[src/design/lst_pkg.sv]
// shared types, constants and helpers for the lms trainer
`default_nettype none
package lst_pkg;

  localparam int VAL_W    = 16;
  localparam int IDX_W    = 8;
  localparam int CNT_W    = 5;
  localparam int STEP_W   = 16;
  localparam int SUB_W    = 4;
  localparam int MAX_IN   = 16;
  localparam int MAX_OUT  = 16;
  localparam int WSTORE_D = 256;
  localparam int ACC_W    = 36;
  localparam int SQ_W     = 30;

  typedef enum logic [1:0] {
    OP_WEIGHT  = 2'd0,
    OP_BIAS    = 2'd1,
    OP_FEATURE = 2'd2,
    OP_TARGET  = 2'd3
  } op_t;

  typedef enum logic [1:0] {
    REG_INPUT_COUNT  = 2'd0,
    REG_OUTPUT_COUNT = 2'd1,
    REG_STEP         = 2'd2
  } reg_idx_t;

  typedef struct packed {
    op_t                     op;
    logic [IDX_W-1:0]        index;
    logic signed [VAL_W-1:0] value;
    logic                    learn;
  } cmd_t;

  typedef struct packed {
    logic [CNT_W-1:0]  n_in;
    logic [CNT_W-1:0]  n_out;
    logic [STEP_W-1:0] step;
  } cfg_t;

  typedef enum logic [3:0] {
    S_IDLE,
    S_DOT_ADDR,
    S_DOT_MAC,
    S_OUT_Y,
    S_OUT_ERR,
    S_OUT_SQ,
    S_EMIT,
    S_BIAS,
    S_UPD_ADDR,
    S_UPD_MUL,
    S_UPD_WR
  } state_t;

  // clamp a wide signed value to the q4.12 range
  function automatic logic signed [VAL_W-1:0] sat16(input logic signed [39:0] v);
    if (v > 40'sd32767) begin
      return 16'sh7fff;
    end else if (v < -40'sd32768) begin
      return 16'sh8000;
    end else begin
      return v[VAL_W-1:0];
    end
  endfunction

  // register count with zero taken as one and large values capped
  function automatic logic [CNT_W-1:0] clamp_cnt(input logic [CNT_W-1:0] c,
                                                  input logic [CNT_W-1:0] maxc);
    if (c == '0) begin
      return CNT_W'(1);
    end else if (c > maxc) begin
      return maxc;
    end else begin
      return c;
    end
  endfunction

endpackage
`default_nettype wire

[src/design/lst_front.sv]
// front end: accepts input transfers, decodes them and queues them for the engine
`default_nettype none
module lst_front (
  input  wire logic                            clk,
  input  wire logic                            rst_n,
  input  wire logic                            in_valid,
  output logic                                 in_ready,
  input  wire logic [1:0]                      in_operation,
  input  wire logic [lst_pkg::IDX_W-1:0]       in_index,
  input  wire logic signed [lst_pkg::VAL_W-1:0] in_value,
  input  wire logic                            in_learn,
  output logic                                 cmd_valid,
  output lst_pkg::cmd_t                        cmd,
  input  wire logic                            cmd_pop
);
  import lst_pkg::*;

  cmd_t       q_r [2];
  logic       wp_r, wp_nxt;
  logic       rp_r, rp_nxt;
  logic [1:0] cnt_r, cnt_nxt;
  logic       push;
  cmd_t       in_cmd;

  // classify the incoming item
  always_comb begin
    in_cmd.op    = op_t'(in_operation);
    in_cmd.index = in_index;
    in_cmd.value = in_value;
    in_cmd.learn = in_learn;
  end

  assign in_ready  = (cnt_r != 2'd2);
  assign push      = in_valid && in_ready;
  assign cmd_valid = (cnt_r != 2'd0);
  assign cmd       = q_r[rp_r];

  // pointer and fill bookkeeping
  always_comb begin
    wp_nxt  = push ? ~wp_r : wp_r;
    rp_nxt  = cmd_pop ? ~rp_r : rp_r;
    cnt_nxt = cnt_r + {1'b0, push} - {1'b0, cmd_pop};
  end

  always_ff @(posedge clk) begin
    if (!rst_n) begin
      wp_r  <= 1'b0;
      rp_r  <= 1'b0;
      cnt_r <= 2'd0;
    end else begin
      wp_r  <= wp_nxt;
      rp_r  <= rp_nxt;
      cnt_r <= cnt_nxt;
    end
  end

  // queue payload
  always_ff @(posedge clk) begin
    if (push) begin
      q_r[wp_r] <= in_cmd;
    end
  end
endmodule
`default_nettype wire

[config.mk]
export PLATFORM = sky130hd
export DESIGN_NAME = lst_front
export DESIGN_NICKNAME = d
export VERILOG_FILES = /design/src/design/lst_pkg.sv /design/src/design/lst_front.sv
export SDC_FILE = /design/constraint.sdc
export NUM_CORES = 1
export LEC_CHECK = 0
export BUFFER_PORTS_ARGS = -buffer_cell sky130_fd_sc_hd__buf_4
export CAP_MARGIN = 30
export CORE_AREA = 2 2 55 83
export CTS_BUF_LIST = sky130_fd_sc_hd__clkbuf_16
export DETAILED_ROUTE_END_ITERATION = 6
export DIE_AREA = 0 0 57 85
export PLACE_DENSITY_LB_ADDON = 0.1
export SETUP_SLACK_MARGIN = 0.4
export SYNTH_ARGS = -nofsm -noshare
export SYNTH_HDL_FRONTEND = slang
export SYNTH_SLANG_ARGS = --single-unit
[constraint.sdc]
create_clock -name clk -period 4.4 [get_ports clk]
set_input_delay 0.88 -clock clk [delete_from_list [all_inputs] [get_ports clk]]
set_output_delay 0.88 -clock clk [all_outputs]
set_load 0.03 [all_outputs]
==> results.cfg, run 1 <==
[outcome]
outcome = finished, final reports clean

[worst_setup_path]
path_cells = buf_8 -> mux2_2 -> buf_4
r2r_slack_ps = 2730
cp-start-kind = register
critical-path-top-delay-family = flip-flops
cp_num_buf_inv = 2
reg2regPathDepth = 7
r2r_start = cnt_r[0]
crit_path_end = cmd[22]
r2r-end = cnt_r[1]
crit_path_end_kind = output port
crit_fanout = 16
cp_num_cells = 3
critPathMaxStageDelay_ps = 700
cp.required_ps = 3520
cp_slowest_cell = dfxtp_1
cp.arrival_ps = 1790
crit_type = reg -> out

[yosys]
netlist.area_leader.share = 0.731
synth_largest_area_cell = edfxtp_1
netlist_instances = 112
ys_warn_count = 0
synth_area_per_cell_sq_um = 19.8
syn-num-nets = 144
ys_top_cells_by_count = edfxtp_1, mux2_2, dfxtp_1
yosysMostFrequentCell = edfxtp_1
synth_area_leaders = edfxtp_1, mux2_2, dfxtp_1
synth_edf_count = 54
netlist_area_sq_um = 2220
synth.yosys.seq_area_share = 0.776
synth.distinct_cells = 23
ys_ff_latch = 59
synth-main-ff-cell = edfxtp_1
async_reset_ff_frac = 0

[power]
pwr-share-comb = 0.179
pwr-share-seq = 0.452
p_switching_mw = 0.376
p_leak_nw = 1.18
report.power.total_mw = 1.53
vdd_ir_drop_max_mv = 0.505
pwr-share-clk = 0.369
power.internal_mw = 1.16
p_sw_frac = 0.245
power_per_cell_area_nw_per_um2 = 512

[cts]
htreeDepth = 3
clockRootBuffer = clkbuf_16
clkTransAtPathRegs_ps = 40
postCtsSetupBuffers = 0
cts.sinks = 59
post_cts_resized = 0
cts_made_buffers = 9
cts_tree = built
holdBufCountCts = 0
clk_latency_ps = 310
clock_path_buffers = 2

[sta]
slew-limit-headroom = 0.594
fin_tns_setup_ps = 0
fmax_ghz = 0.374
rsz0062_at_grt = no
finalSetupViolCount = 0
worst_pin_slew_ps = 609
period_needed_ps = 2670
period_share = 0.608
slew_violations = 0
skew_ps = 7.75
hold_viol = 0

[placement]
gp_congestion = 0.709
io_buffers = 59
place_hpwl_mm = 2.70

[cells_and_area]
syn_to_final_growth_pct = 34.9
nets = 214
layout-drive-gt1-share = 0.540
num_antenna_cells = 0
nFillCells = 295

[min_path]
hold_class = reg -> reg

[global_route]
antenna_found_initial = 0
track_usage = 0.184
overflow = 0
grt-busiest-layer = met2
grtUsageMet2 = 0.303
use_met3 = 0.0625
grt_pass1_vias = 1370
grt_start_max_net_pins = 28
grt_pass1_wl_mm = 6.45
grt_use_met1 = 0.203

[detailed_routing]
avgRoutedWirePerCell_um = 17.1
drtIter0Drc = 49
drt_wl_total_mm = 3.98
antenna_left = 0
vias_per_cell = 5.29
drc = 0
dr_total_vias = 1233
dr.pass1.iters = 4

[flow_run]
cap_violations = 0

[floorplan]
initial_core_util = 0.537
die_h_um = 85
rows = 29
pin_count = 60
coreArea_sq_um = 4140
die_area_sq_um = 4850
chipWidth_um = 57
per-layer routing:
layer,part of all wire,vias to the layer above
met4,0.017,0
met3,0.053,6
met2,0.56,44
met1,0.37,606
li1,-,577
met5,0,-
worst min-delay path by stage:
stage          startpoint   end  slack [ps]  cells past startpoint
5_1_grt              wp_r  wp_r         620                      2
6_report             wp_r  wp_r         580                      2
3_5_place_dp         wp_r  wp_r         570                      2
3_3_place_gp         wp_r  wp_r         530                      2
2_1_floorplan        wp_r  wp_r         520                      2
4_1_cts              wp_r  wp_r         580                      2
tightest hold or removal path, cell delays in order, from the launching register on:
cell and delay (ps):
dfxtp_1 330, nand3b_1 140, a21boi_1 70
kinds of logic after synthesis:
logic type / synth area share
AO/OA/AOI/OAI: 0.0203
XOR/XNOR: 0.00789
adder cells (fa/ha/maj): 0.00564
buffers and inverters: 0.0158
flip-flops: 0.776
multiplexers: 0.141
AND/OR/NAND/NOR: 0.0333
layout by cell type (no fill, tap or decap), types with 2 or more instances in the layout:
master / n
clkinv_1: 2
clkbuf_16: 9
mux2_2: 27
inv_1: 7
and2_1: 3
dfxtp_1: 5
nand3b_1: 2
buf_4: 60
nand2_1: 2
edfxtp_1: 54
state kept, by name, summed over array words and instances, names as in the netlist, named ones only:
name	flops
q_r	54
cnt_r	2
rp_r	1
wp_r	1
layout make-up:
class	instances	area, sq um	area share
flip-flops and latches	59	1720	0.575
clock inverters	7	26.3	0.00878
repair buffers	62	493	0.165
clock buffers	9	225	0.0752
inverters	2	7.51	0.00251
well taps	46	57.6	0.0192
multi-input cells	48	463	0.155
power groups by stage:
| stage | Clock, mW | Combinational (mW) | Sequential, mW |
|---|---|---|---|
| after floorplan | 0 | 0.171 | 0.691 |
| after global placement | 0 | 0.251 | 0.702 |
| after detailed placement | 0 | 0.276 | 0.702 |
| after CTS | 0.582 | 0.279 | 0.692 |
| after global routing | 0.611 | 0.291 | 0.696 |
| final | 0.565 | 0.275 | 0.692 |
stage by stage:
step	cell area, sq um	setup slack [ps]	std cells	utilization	hold slack, ps
2_1_floorplan	2220	2410	112	-	518
4_1_cts	2990	1680	233	0.724	578
3_3_place_gp	2700	1800	215	0.653	528
3_5_place_dp	2740	2020	217	0.663	566
6_report	2990	1730	233	0.724	583
5_1_grt	2990	1600	233	0.724	622
(Power assumes the default switching activity.)
==> run 2: changes to the inputs <==
CORE_AREA = 2 2 60 91   (was 2 2 55 83)
DIE_AREA = 0 0 62 93   (was 0 0 57 85)
clock period = 2.4 ns   (was 4.4 ns; I/O delays follow)
==> results.cfg, run 2 (synthesized netlist as in run 1, its figures left out) <==
[sta]
rsz0062_at_grt = no
period_share = 0.791
setup_slack_ps = 502
period_needed_ps = 1900
hold_viol = 0
fmax_ghz = 0.527
fin_tns_setup_ps = 0
worst_pin_slew_ps = 424
skew_ps = 3.29
slew-limit-headroom = 0.717
whs_ps = 350
finalSetupViolCount = 0
slew_violations = 0

[floorplan]
rows = 32
coreArea_sq_um = 5000
die_h_um = 93
die_area_sq_um = 5770
chipWidth_um = 62
initial_core_util = 0.444
pin_count = 60

[cells_and_area]
regArea_sq_um = 1720
reg.largest.list = q_r: 54 flops, cnt_r: 2 flops
nFillCells = 408
multi_input_area_sq_um = 463
final_common_cell = buf_4
layout_common_cells = buf_4, edfxtp_1, mux2_2
num_antenna_cells = 0
syn_to_final_growth_pct = 36.1
largest_register_ffs = 54
final_cells = 257
top_register = q_r
layout-drive-gt1-share = 0.571
finish.utilization = 0.604
nets = 216
stdcell_area_sq_um = 3020

[global_route]
grt_pass1_vias = 1245
overflow = 0
grt_start_max_net_pins = 20
antenna_found_initial = 0
grt_pass1_wl_mm = 5.60
track_usage = 0.140

[cts]
holdBufCountCts = 0
postCtsSetupBuffers = 0
clock_path_buffers = 2
clkTransAtPathRegs_ps = 50
cts_made_buffers = 9
cts_tree = built
clk_latency_ps = 310
clockRootBuffer = clkbuf_16
cts.sinks = 59
htreeDepth = 3

[detailed_routing]
dr_total_vias = 1214
drc = 0
drt_wl_total_mm = 3.75
antenna_left = 0
dr.pass1.iters = 5
vias_per_cell = 4.72
avgRoutedWirePerCell_um = 14.6
drtIter0Drc = 27

[power]
pwr-share-clk = 0.378
power_per_cell_area_nw_per_um2 = 932
pwr-share-comb = 0.176
pwr-share-seq = 0.446
vdd_ir_drop_max_mv = 0.829
p_leak_nw = 1.17
p_sw_frac = 0.247
power.internal_mw = 2.12
p_switching_mw = 0.695
report.power.total_mw = 2.82

[worst_setup_path]
cp-start-kind = register
crit_fanout = 19
cp.required_ps = 1920
crit_path_end_kind = output port
cp.arrival_ps = 1420
crit_type = reg -> out

[placement]
gp_congestion = 0.667
pre_cts_ws_ps = 677
place_hpwl_mm = 2.70
io_buffers = 59
dp_cells = 241
placed_area_sq_um = 2760

[flow_run]
cap_violations = 0

[outcome]
outcome = finished, final reports clean

[min_path]
hold_class = in -> reg
-- run 2: cell count changes in the layout (fill, tap and decap cells not counted) --
cell / previous run / this run
buf_8: 1 / 0
buf_4: 60 / 63
buf_6: 0 / 1
buf_16: 1 / 0
clkinvlp_4: 0 / 1
clkinv_2: 0 / 4
inv_1: 7 / 2
-- run 2: cell type report --
type                       count  share of cell area
sequential                    59               0.570
clock inverter                 7              0.0116
timing repair buffer          64               0.160
clock buffer                   9              0.0745
multi-input combinational     48               0.153
tap                           68              0.0282
inverter                       2             0.00248
-- run 2: power groups by stage --
stage / Combinational [mW] / Sequential, mW / Clock, mW
after global routing: 0.528 / 1.26 / 1.14
after global placement: 0.493 / 1.27 / 0
final: 0.495 / 1.26 / 1.06
after CTS: 0.503 / 1.26 / 1.09
after detailed placement: 0.502 / 1.28 / 0
after floorplan: 0.313 / 1.27 / 0
-- run 2: per-layer routing --
metal,GRT usage,part of all wire
met3,0.0484,0.065
met5,0,0
met1,0.137,0.36
met2,0.241,0.56
met4,0.0798,0.019
-- run 2: repair_timing --
item,4_1_cts,5_1_grt
endpoints found under the setup margin,0,15
endpoints found under the hold margin,0,0
gates resized for setup,0,1
-- run 2: path summary, 6_finish.rpt --
| kind | slack (ps) | cells past startpoint | startpoint | endpoint |
|---|---|---|---|---|
| max | 500 | 3 | register | cmd[19] |
| min | 350 | 1 | in_operation[0] | q_r[0][25] |
| max reg2reg | 700 | 4 | cnt_r[0] | q_r[0][13] |
| min reg2reg | 560 | 2 | wp_r | wp_r |
-- run 2: critical path: stages, from the launching register on --
cell and delay [ps]:
dfxtp_1 340, buf_6 220, mux2_2 370, buf_4 170
